`config.mk`:
```
export PLATFORM = sky130hd
export DESIGN_NAME = lru_key_value_cache_core
export DESIGN_NICKNAME = d
export VERILOG_FILES = /design/src/rtl/lkvc_pkg.sv /design/src/rtl/lru_key_value_cache_core.sv /design/src/rtl/lkvc_ctrl.sv /design/src/rtl/lkvc_datapath.sv
export VERILOG_INCLUDE_DIRS = /design/src /design/src/rtl
export SDC_FILE = /design/constraint.sdc
export NUM_CORES = 2
export LEC_CHECK = 0
export BUFFER_PORTS_ARGS = -buffer_cell sky130_fd_sc_hd__buf_2
export CAP_MARGIN = 20
export CORE_ASPECT_RATIO = 0.75
export CORE_MARGIN = 5
export CORE_UTILIZATION = 50
export CTS_CLUSTER_SIZE = 20
export DETAILED_ROUTE_END_ITERATION = 7
export PLACE_DENSITY_LB_ADDON = 0.15
export SLEW_MARGIN = 10
export SYNTH_ARGS = -nofsm -noshare
export SYNTH_HDL_FRONTEND = slang
export SYNTH_SLANG_ARGS = --single-unit
```
`constraint.sdc`:
```
create_clock -name clk_i -period 6.95 [get_ports clk_i]
set_clock_uncertainty 0.15 [all_clocks]
set_input_delay 0.695 -clock clk_i [delete_from_list [all_inputs] [get_ports clk_i]]
set_output_delay 0.695 -clock clk_i [all_outputs]
set_load 0.01 [all_outputs]
```
`src/rtl/lru_key_value_cache_core_macros.svh`:
```
// Assertion macros for the LRU key-value cache core.
// Included by the modules that carry assertions; no other dependencies.
`ifndef LRU_KEY_VALUE_CACHE_CORE_MACROS_SVH
`define LRU_KEY_VALUE_CACHE_CORE_MACROS_SVH

`ifndef SYNTHESIS

// Checked on every rising edge while out of reset.
`define LKVC_ASSERT(lbl, clk, rstn, prop) \
  lbl: assert property (@(posedge clk) disable iff (!rstn) (prop)) \
    else $error("lru cache assertion failed");

// Checked on every rising edge, reset included.
`define LKVC_ASSERT_ALWAYS(lbl, clk, prop) \
  lbl: assert property (@(posedge clk) (prop)) \
    else $error("lru cache assertion failed");

`else

`define LKVC_ASSERT(lbl, clk, rstn, prop)
`define LKVC_ASSERT_ALWAYS(lbl, clk, prop)

`endif

`endif

```
`src/rtl/lkvc_pkg.sv`:
```
// Shared constants and types of the LRU key-value cache core.
// No dependencies; used by lkvc_ctrl, lkvc_datapath and the top level.
package lkvc_pkg;

  localparam int ENTRIES   = 16;
  localparam int IDX_W     = (ENTRIES > 1) ? $clog2(ENTRIES) : 1;
  localparam int OCC_W     = $clog2(ENTRIES + 1);
  localparam int CAP_W     = 5;
  localparam int EFF_W     = (OCC_W > CAP_W) ? OCC_W : CAP_W;
  localparam int DATA_W    = 32;

  localparam logic [CAP_W-1:0] CAP_RESET = CAP_W'(16);

  localparam logic OP_GET = 1'b0;
  localparam logic OP_PUT = 1'b1;

  // Commands from the controller to the datapath.
  typedef struct packed {
    logic load;    // capture the input beat
    logic lookup;  // register key match, LRU slot and free slot
    logic commit;  // update entries and load the result register
  } lkvc_cmd_t;

endpackage

```
`src/rtl/lru_key_value_cache_core.sv`:
```
// LRU key-value cache core: 16-entry fully associative store, LRU replacement.
// Each input beat passes a key compare step, then an update step, before its result beat.
// Input is refused during the key compare step; a new item is taken in the update step of the last one.
// A result waiting on out_ready_i stalls the update step of the next item.
// Reset (rst_ni low, async): entries invalid, occupancy 0, capacity 16.
module lru_key_value_cache_core
  import lkvc_pkg::*;
(
  input  logic                     clk_i,
  input  logic                     rst_ni,
  input  logic                     cfg_we_i,
  input  logic        [CAP_W-1:0]  cfg_wdata_i,
  input  logic                     in_valid_i,
  output logic                     in_ready_o,
  input  logic                     opcode_i,
  input  logic signed [DATA_W-1:0] key_i,
  input  logic signed [DATA_W-1:0] write_value_i,
  output logic                     out_valid_o,
  input  logic                     out_ready_i,
  output logic                     hit_o,
  output logic signed [DATA_W-1:0] read_value_o,
  output logic                     evicted_o,
  output logic signed [DATA_W-1:0] evicted_key_o
);

  lkvc_cmd_t cmd;

  lkvc_ctrl u_ctrl (
    .clk_i       (clk_i),
    .rst_ni      (rst_ni),
    .in_valid_i  (in_valid_i),
    .in_ready_o  (in_ready_o),
    .out_valid_o (out_valid_o),
    .out_ready_i (out_ready_i),
    .cmd_o       (cmd)
  );

  lkvc_datapath u_datapath (
    .clk_i         (clk_i),
    .rst_ni        (rst_ni),
    .cmd_i         (cmd),
    .cfg_we_i      (cfg_we_i),
    .cfg_wdata_i   (cfg_wdata_i),
    .opcode_i      (opcode_i),
    .key_i         (key_i),
    .write_value_i (write_value_i),
    .hit_o         (hit_o),
    .read_value_o  (read_value_o),
    .evicted_o     (evicted_o),
    .evicted_key_o (evicted_key_o)
  );

endmodule

```
`src/rtl/lkvc_ctrl.sv`:
```
// Sequencing controller of the LRU key-value cache core.
// Depends on lkvc_pkg and lru_key_value_cache_core_macros.svh.
`include "lru_key_value_cache_core_macros.svh"

module lkvc_ctrl
  import lkvc_pkg::*;
(
  input  logic      clk_i,
  input  logic      rst_ni,
  input  logic      in_valid_i,
  output logic      in_ready_o,
  output logic      out_valid_o,
  input  logic      out_ready_i,
  output lkvc_cmd_t cmd_o
);

  typedef enum logic [1:0] {
    ST_IDLE,
    ST_LOOKUP,
    ST_UPDATE
  } state_e;

  state_e state_q;
  logic   out_valid_q;
  logic   out_free;

  // result register can take a new beat
  assign out_free = !out_valid_q || out_ready_i;

  always_comb begin
    in_ready_o = 1'b0;
    unique case (state_q)
      ST_IDLE:   in_ready_o = 1'b1;
      ST_LOOKUP: in_ready_o = 1'b0;
      ST_UPDATE: in_ready_o = out_free;
      default:   in_ready_o = 1'b0;
    endcase
  end

  assign cmd_o.load   = in_valid_i && in_ready_o;
  assign cmd_o.lookup = (state_q == ST_LOOKUP);
  assign cmd_o.commit = (state_q == ST_UPDATE) && out_free;
  assign out_valid_o  = out_valid_q;

  always_ff @(posedge clk_i or negedge rst_ni) begin
    if (!rst_ni) begin
      state_q     <= ST_IDLE;
      out_valid_q <= 1'b0;
    end else begin
      if (cmd_o.commit) begin
        out_valid_q <= 1'b1;
      end else if (out_ready_i) begin
        out_valid_q <= 1'b0;
      end
      unique case (state_q)
        ST_IDLE: begin
          if (in_valid_i) state_q <= ST_LOOKUP;
        end
        ST_LOOKUP: begin
          state_q <= ST_UPDATE;
        end
        ST_UPDATE: begin
          if (out_free) state_q <= in_valid_i ? ST_LOOKUP : ST_IDLE;
        end
        default: state_q <= ST_IDLE;
      endcase
    end
  end

  `LKVC_ASSERT(a_load_then_lookup, clk_i, rst_ni, cmd_o.load |=> state_q == ST_LOOKUP)
  `LKVC_ASSERT(a_commit_sets_valid, clk_i, rst_ni, cmd_o.commit |=> out_valid_q)
  `LKVC_ASSERT(a_stall_holds_update, clk_i, rst_ni,
    (state_q == ST_UPDATE && out_valid_q && !out_ready_i) |=> state_q == ST_UPDATE)
  `LKVC_ASSERT(a_no_accept_in_lookup, clk_i, rst_ni,
    !(state_q == ST_LOOKUP && in_ready_o))

endmodule

```
`src/rtl/lkvc_datapath.sv`:
```
// Entry storage, key match, LRU selection and result register of the cache.
// Depends on lkvc_pkg and lru_key_value_cache_core_macros.svh.
`include "lru_key_value_cache_core_macros.svh"

module lkvc_datapath
  import lkvc_pkg::*;
(
  input  logic                     clk_i,
  input  logic                     rst_ni,
  input  lkvc_cmd_t                cmd_i,
  input  logic                     cfg_we_i,
  input  logic        [CAP_W-1:0]  cfg_wdata_i,
  input  logic                     opcode_i,
  input  logic signed [DATA_W-1:0] key_i,
  input  logic signed [DATA_W-1:0] write_value_i,
  output logic                     hit_o,
  output logic signed [DATA_W-1:0] read_value_o,
  output logic                     evicted_o,
  output logic signed [DATA_W-1:0] evicted_key_o
);

  // configuration and occupancy
  logic [CAP_W-1:0] cap_q;
  logic [OCC_W-1:0] occ_q;
  logic [ENTRIES-1:0] valid_q;

  // entry storage
  logic [DATA_W-1:0] entry_key_q [ENTRIES];
  logic [DATA_W-1:0] entry_val_q [ENTRIES];
  logic [IDX_W-1:0]  rank_q      [ENTRIES];

  // captured input beat
  logic              op_q;
  logic [DATA_W-1:0] in_key_q;
  logic [DATA_W-1:0] in_val_q;

  // lookup results
  logic [ENTRIES-1:0] match_vec;
  logic [ENTRIES-1:0] lru_vec;
  logic [IDX_W-1:0]   hit_idx_d, lru_idx_d, free_idx_d;
  logic               free_any_d, full_d;
  logic [IDX_W-1:0]   hit_idx_q, lru_idx_q, free_idx_q;
  logic               hit_q, free_any_q, full_q;

  logic [EFF_W-1:0] cap_ext, eff_cap, occ_ext;
  logic [OCC_W-1:0] occ_m1;

  // commit controls
  logic              do_touch, do_insert, do_evict, put_hit;
  logic [IDX_W-1:0]  ins_slot;
  logic [IDX_W-1:0]  hit_rank;
  logic [DATA_W-1:0] hit_val, lru_key;

  // result register
  logic              res_hit_q, res_ev_q;
  logic [DATA_W-1:0] res_rval_q, res_evkey_q;

  assign cap_ext = EFF_W'(cap_q);
  assign occ_ext = EFF_W'(occ_q);
  assign occ_m1  = occ_q - OCC_W'(1);

  always_comb begin
    priority if (cap_ext == '0) begin
      eff_cap = EFF_W'(1);
    end else if (cap_ext > EFF_W'(ENTRIES)) begin
      eff_cap = EFF_W'(ENTRIES);
    end else begin
      eff_cap = cap_ext;
    end
  end

  // parallel key compare; the LRU entry holds rank occupancy-1
  always_comb begin
    for (int i = 0; i < ENTRIES; i++) begin
      match_vec[i] = valid_q[i] && (entry_key_q[i] == in_key_q);
      lru_vec[i]   = valid_q[i] && (rank_q[i] == occ_m1[IDX_W-1:0]);
    end
  end

  always_comb begin
    hit_idx_d  = '0;
    lru_idx_d  = '0;
    free_idx_d = '0;
    for (int i = ENTRIES - 1; i >= 0; i--) begin
      if (match_vec[i]) hit_idx_d  = IDX_W'(i);
      if (lru_vec[i])   lru_idx_d  = IDX_W'(i);
      if (!valid_q[i])  free_idx_d = IDX_W'(i);
    end
    free_any_d = !(&valid_q);
    full_d     = (occ_ext >= eff_cap) && (occ_q != '0);
  end

  assign hit_rank = rank_q[hit_idx_q];
  assign hit_val  = entry_val_q[hit_idx_q];
  assign lru_key  = entry_key_q[lru_idx_q];

  assign do_touch  = cmd_i.commit && hit_q;
  assign put_hit   = do_touch && (op_q == OP_PUT);
  assign do_evict  = cmd_i.commit && (op_q == OP_PUT) && !hit_q && full_q;
  assign do_insert = cmd_i.commit && (op_q == OP_PUT) && !hit_q && (full_q || free_any_q);
  assign ins_slot  = full_q ? lru_idx_q : free_idx_q;

  always_ff @(posedge clk_i or negedge rst_ni) begin
    if (!rst_ni) begin
      cap_q   <= CAP_RESET;
      occ_q   <= '0;
      valid_q <= '0;
    end else begin
      if (cfg_we_i) cap_q <= cfg_wdata_i;
      if (do_insert) begin
        valid_q[ins_slot] <= 1'b1;
        // an eviction frees and refills the same slot
        if (!do_evict) occ_q <= occ_q + OCC_W'(1);
      end
    end
  end

  always_ff @(posedge clk_i) begin
    if (cmd_i.load) begin
      op_q     <= opcode_i;
      in_key_q <= key_i;
      in_val_q <= write_value_i;
    end
    if (cmd_i.lookup) begin
      hit_q      <= |match_vec;
      hit_idx_q  <= hit_idx_d;
      lru_idx_q  <= lru_idx_d;
      free_idx_q <= free_idx_d;
      free_any_q <= free_any_d;
      full_q     <= full_d;
    end
    for (int i = 0; i < ENTRIES; i++) begin
      if (do_touch) begin
        if (IDX_W'(i) == hit_idx_q) begin
          rank_q[i] <= '0;
        end else if (valid_q[i] && (rank_q[i] < hit_rank)) begin
          rank_q[i] <= rank_q[i] + IDX_W'(1);
        end
      end else if (do_insert) begin
        if (IDX_W'(i) == ins_slot) begin
          rank_q[i] <= '0;
        end else if (valid_q[i]) begin
          rank_q[i] <= rank_q[i] + IDX_W'(1);
        end
      end
    end
    if (put_hit) entry_val_q[hit_idx_q] <= in_val_q;
    if (do_insert) begin
      entry_key_q[ins_slot] <= in_key_q;
      entry_val_q[ins_slot] <= in_val_q;
    end
    if (cmd_i.commit) begin
      res_hit_q   <= hit_q;
      res_ev_q    <= do_evict;
      res_evkey_q <= do_evict ? lru_key : '0;
      if (op_q == OP_PUT) begin
        res_rval_q <= '0;
      end else begin
        res_rval_q <= hit_q ? hit_val : '1;
      end
    end
  end

  assign hit_o         = res_hit_q;
  assign evicted_o     = res_ev_q;
  assign read_value_o  = res_rval_q;
  assign evicted_key_o = res_evkey_q;

  `LKVC_ASSERT(a_occ_bounded, clk_i, rst_ni, occ_q <= OCC_W'(ENTRIES))
  `LKVC_ASSERT(a_occ_matches_valid, clk_i, rst_ni, $countones(valid_q) == occ_q)
  `LKVC_ASSERT(a_keys_unique, clk_i, rst_ni, cmd_i.lookup |-> $onehot0(match_vec))

endmodule
```
# Yosys cells after proc, flatten, opt, wreduce, memory -nomap -nowiden
# Memories as Yosys holds them, arrays and structs flattened. A register that Yosys moved wholly into a read port is not among the register bits.
# Cells that the tools add are included.
[classes]
n_addsub = 18
n_lt_le_gt_ge = 20
n_eq_ne = 66
mux = 369
n_bitwise = 50
n_reduce_logical = 84
[op_table]
columns = ["cell", "count"]
rows = [
  ["32-bit == test", 16],
  ["4-bit 2-to-1 mux", 74],
  ["1-bit 2-to-1 mux", 268],
  ["4-bit by 1-bit adder with 4-bit output, second input constant", 16],
  ["4-bit == test", 16],
  ["4-bit == test, first input constant", 16],
  ["4-bit less-than comparator", 16],
  ["32-bit 2-to-1 mux", 2],
  ["1-bit logical AND", 58],
  ["1-bit OR", 48],
  ["3-bit 2-to-1 mux", 12],
  ["3-bit by 4-bit == test with 1-bit output, first input constant", 8],
  ["32-bit OR reduction", 1],
  ["2-bit by 4-bit == test with 1-bit output, first input constant", 4],
  ["2-bit 2-to-1 mux", 8],
  ["16-bit OR", 1],
  ["16-bit AND reduction", 1],
  ["16-bit OR reduction", 1],
  ["8-bit OR reduction", 2],
  ["5-bit 2-to-1 mux", 2],
  ["1-bit by 4-bit == test with 1-bit output, first input constant", 2],
  ["4-bit logical NOT", 2],
  ["8-bit AND reduction", 1],
  ["4-bit OR reduction", 2],
  ["23 further kinds", 30],
]
[totals]
ff_bits = 143
ramBits = 1088
input_bits = 75
wordCells = 636
mem_count = 3
[mem_list]
columns = ["name", "depth", "word_bits", "rd", "rd_clocked_by_memory_dff", "wr", "line", "rtl"]
rows = [
  ["u_datapath.entry_key_q", 16, 32, 17, 1, 1, "lkvc_datapath.sv:28", "logic [DATA_W-1:0] entry_key_q [ENTRIES];"],
  ["u_datapath.entry_val_q", 16, 32, 1, 0, 1, "lkvc_datapath.sv:29", "logic [DATA_W-1:0] entry_val_q [ENTRIES];"],
  ["u_datapath.rank_q", 16, 4, 17, 0, 16, "lkvc_datapath.sv:30", "logic [IDX_W-1:0] rank_q [ENTRIES];"],
]

# Logic depth before layout (Yosys ltp)
[depth]
word_depth = 18
ltp_mapped = 14
ltp_nobuf = 11

# Cells and area by module
# From an unflattened synthesis, not the netlist that was laid out.
[unflattened]
hier_cells = 3267
area_unflattened_um2 = 56972.1
[by_module_without_submodules]
columns = ["module", "n_inst", "cells_per_inst", "area_per_inst_um2", "seq_area_each_um2"]
rows = [
  ["lkvc_datapath", 1, 3253, 56833.3, 37707.4],
  ["lkvc_ctrl", 1, 14, 138.9, 75.1],
]

# Worst setup path before layout
# OpenSTA, ideal clock, no wires.
[synth_timing]
path_kind = "input to register"
startpoint = "in out_ready_i"
endpoint = "mem u_datapath.entry_val_q[3][0] (enable)"
arrival_time_ns = 6.061
required_time_ns = 6.379
path_slack_ns = 0.318
stages = 8
path_buffers = 1
cell_sequence = "nor2b_1 -> nor2_1 -> and2_1 -> clkbuf_1 -> nand2_1 -> o22ai_1 -> nand2_1 -> nor2_1"
[synth_lines]
columns = ["element", "line", "rtl"]
rows = [
  ["from (decl)", "lru_key_value_cache_core.sv:19", "input logic out_ready_i,"],
  ["to (decl)", "lkvc_datapath.sv:29", ""],
]

==> flow_summary_export.csv <==
group,metric,value,unit
outcome,status,"completed",
power,power,19.13,mW
floorplanning,core,0.1134,sq mm
global_routing,use_met2,37.63,%
cts,clk_path_buf_depth,3,
global_routing,overflow,0,
synth,avgSynthCellArea,17.50,sq um
synth,ys.warnings.count,0,
cts,ctsHoldBuffers,70,
synth,synthMuxAreaShare,13.58,%
final_layout,nFillCells,8668,
timing,holdWs,0.05034,ns
hold_path,whs_path_depth,2,
place,numPortBuffers,142,
job,max_cap_viol_count,0,
timing,slew_violations,0,
synth,syn-num-nets,3405,
place,preCtsSetupSlack,1.824,ns
global_routing,met1_usage,43.49,%
global_routing,grt_pass1_vias,31780,
global_routing,antenna_found_initial,17,
synth,synth_top_area_share,65.00,%
cts,ctsResizeCount,0,
cts,clock_latency,0.77,ns
worst_setup_path,critPathKind,"reg2reg",
route,route.detailed.drc,0,
worst_setup_path,cp.arrival,5.07,ns
synth,synth_simple_gate_area_share,4.912,%
worst_setup_path,crit_path_max_fanout,51,
floorplanning,initial_utilization,50.27,%
power,p_leak,20.75,nW
route,routedWlPerCell,33.10,um
worst_setup_path,r2r-end,"u_datapath.rank_q[15][2]",
route,ant_nets,0,
final_layout,layout_commonest_cell,"edfxtp_1",
floorplanning,die_h,302.4,um
timing,tightestPinTransition,1.173,ns
timing,rsz0062_at_grt,"no",
power,powerDensity,296.5,mW/mm^2
synth,synth_adder_area_share,1.580,%
worst_setup_path,rrSetupSlack,2.03,ns
power,peakVddDrop,0.0002494,V
synth,synth_xor_area_share,9.469,%
synth,synthArstFlopShare,2.296,%
global_routing,busiest_layer,"met1",
worst_setup_path,crit_required,7.10,ns
route,drt_iter0_markers,4735,
cts,h-tree-depth,3,
floorplanning,dieArea,0.1209,sq mm
timing,fin_crit,4.919,ns
timing,setup_viol,0,
final_layout,stdcell_area,0.06454,sq mm
cts,cts_tree,"built",
route,wl,170400,um
route,viasPerCell,6.348,
worst_setup_path,rr_startpoint,"u_datapath.hit_idx_q[1]",
final_layout,drive_gt1_share,22.66,%
hold_path,min_from,"cfg_wdata_i[1]",
final_layout,syn_to_final_growth,13.21,%
timing,maxSlewHeadroom,21.83,%
global_routing,use_met3,11.55,%
place,place_area,0.05973,sq mm
cts,clk_pin_slew,0.07,ns
synth,ys_types,66,
final_layout,finish.utilization,56.91,%
hold_path,hold_path_end,"u_datapath.cap_ext[1]",
cts,cts-buffers-inserted,120,
timing,fin_tns_setup,0,ns
worst_setup_path,crit_path_end_kind,"flop",
floorplanning,rows,107,
global_routing,grt_max_degree,129,
synth,netlist_instances,3258,
cts,cts_root_buffer,"clkbuf_16",
timing,period_share,70.78,%
global_routing,grt_usage,28.04,%
synth,synth_area,0.05701,sq mm
synth,yosysSeqAreaShare,66.28,%
route,vias,32690,
final_layout,final_nets,3659,
synth,synthTopCellsByArea,"edfxtp_1, mux4_2, xnor2_1, xor2_1, ha_1",
worst_setup_path,worst_setup_path_start_kind,"flop",
place,place.gp.congestion,0.9370,
global_routing,grt_pass1_wl,240000,um
synth,synth_top_area_cell,"edfxtp_1",
synth,synth-seq-cells,1263,
synth,synth_edf_count,1234,
final_layout,final_cells,5149,
timing,fin_ws,2.031,ns
synth,synth_top_family_by_area,"multiplexers",
route,firstDrtPassIters,6,
worst_setup_path,crit_start,"u_datapath.hit_idx_q[1]",
cts,cts.sinks,1263,
place,place.detailed.hpwl,112700,um
floorplanning,ios,143,
cts,cts_setup_buffers,0,
hold_path,hp-class,"in2reg",
timing,clock.fmax,0.2033,GHz
timing,final_hold_viol_count,0,
synth,synth_compound_area_share,2.252,%
floorplanning,die_x,399.9,um
synth,synthFlopType,"edfxtp_1",
place,dp_cells,4843,
final_layout,final_cell_mix,"edfxtp_1, xnor2_1, mux4_2",
worst_setup_path,rr_worst_depth,10,
==> report_power, final <==
part	total, mW	leakage [nW]	switching [mW]	internal (mW)
Clock	6.74	1.97	2.99	3.75
Sequential	8.91	11.5	0.328	8.58
Combinational	3.48	7.31	2.11	1.38
Total	19.1	20.8	5.43	13.7
==> sequential cells by signal, indices dropped and copies added (netlist names), 2 cells and up <==
signal and count:
u_datapath.entry_key_q 512, u_datapath.entry_val_q 512, u_datapath.rank_q 64, u_datapath.evicted_key_o 32, u_datapath.in_key_q 32, u_datapath.in_val_q 32
u_datapath.read_value_o 32, u_datapath.valid_q 16, u_datapath.cap_ext 5, u_datapath.occ_ext 5, u_datapath.free_idx_q 4, u_datapath.hit_idx_q 4
u_datapath.lru_idx_q 4, u_ctrl.state_q 2
==> critical path, cell delays in order, from the launching register on <==
cell and delay (ns):
edfxtp_1 0.72, buf_4 0.53, buf_4 0.72, mux4_2 0.41
mux2_2 0.30, o21ai_4 0.53, o21ai_0 0.18, nand2b_1 0.11
a311oi_1 0.11, a21oi_2 0.26, o311ai_0 0.39
==> per-layer routing <==
| metal | vias up | share of wire (%) |
|---|---|---|
| met5 | - | 0.065 |
| met4 | 16 | 1.7 |
| met3 | 191 | 15 |
| met2 | 1993 | 41 |
| met1 | 17170 | 42 |
| li1 | 13310 | - |
==> Yosys cell counts (5+ instances only) <==
| library cell | instances |
|---|---|
| or4_1 | 10 |
| nand3_1 | 57 |
| a21boi_0 | 5 |
| inv_1 | 66 |
| nor3_1 | 32 |
| mux4_2 | 339 |
| dfrtp_1 | 28 |
| nor2b_1 | 20 |
| o211ai_1 | 10 |
| o21a_1 | 12 |
| o21ai_0 | 22 |
| and3_1 | 34 |
| xnor2_1 | 474 |
| nor4_1 | 38 |
| xor2_1 | 136 |
| o2111ai_1 | 6 |
| buf_2 | 81 |
| ha_1 | 72 |
| edfxtp_1 | 1234 |
| nand2b_1 | 33 |
| buf_4 | 9 |
| nand2_1 | 68 |
| nand4_1 | 115 |
| buf_1 | 14 |
| a22oi_2 | 7 |
| nor2_1 | 105 |
| a21oi_2 | 7 |
| a311oi_1 | 6 |
| a31oi_1 | 7 |
| buf_6 | 5 |
| a2111oi_0 | 9 |
| clkbuf_1 | 69 |
| mux2_2 | 7 |
| o311ai_0 | 6 |
| a21oi_1 | 64 |
==> cell type report <==
class                      count  area [sq um]  area share, %
clock buffer                 147          3166          4.905
tap                         1526          1909          2.959
antenna                        4         10.01        0.01551
timing repair buffer         311          2240          3.470
inverter                      67         251.5         0.3897
clock inverter                82         874.6          1.355
multi-input combinational   1749         18300          28.36
sequential                  1263         37780          58.55
==> kinds of logic after synthesis <==
| group | count (synthesis) |
|---|---|
| flip-flops | 1263 |
| multiplexers | 349 |
| adder cells (fa/ha/maj) | 72 |
| XOR/XNOR | 613 |
| buffers and inverters | 246 |
| AND/OR/NAND/NOR | 528 |
| AO/OA/AOI/OAI | 187 |
==> worst max path at each step <==
stage | cells past startpoint | slack, ns | endpoint
finish | 10 | 2.03 | u_datapath.rank_q[15][2]
global route | 10 | 1.81 | u_datapath.rank_q[15][2]
CTS | 9 | 1.77 | u_datapath.rank_q[15][1]
detailed placement | 9 | 1.82 | u_datapath.rank_q[15][1]
global placement | 9 | 2.00 | u_datapath.rank_q[13][0]
floorplan | 8 | 0.32 | u_datapath.entry_val_q[3][0]
(Power assumes the default switching activity.)
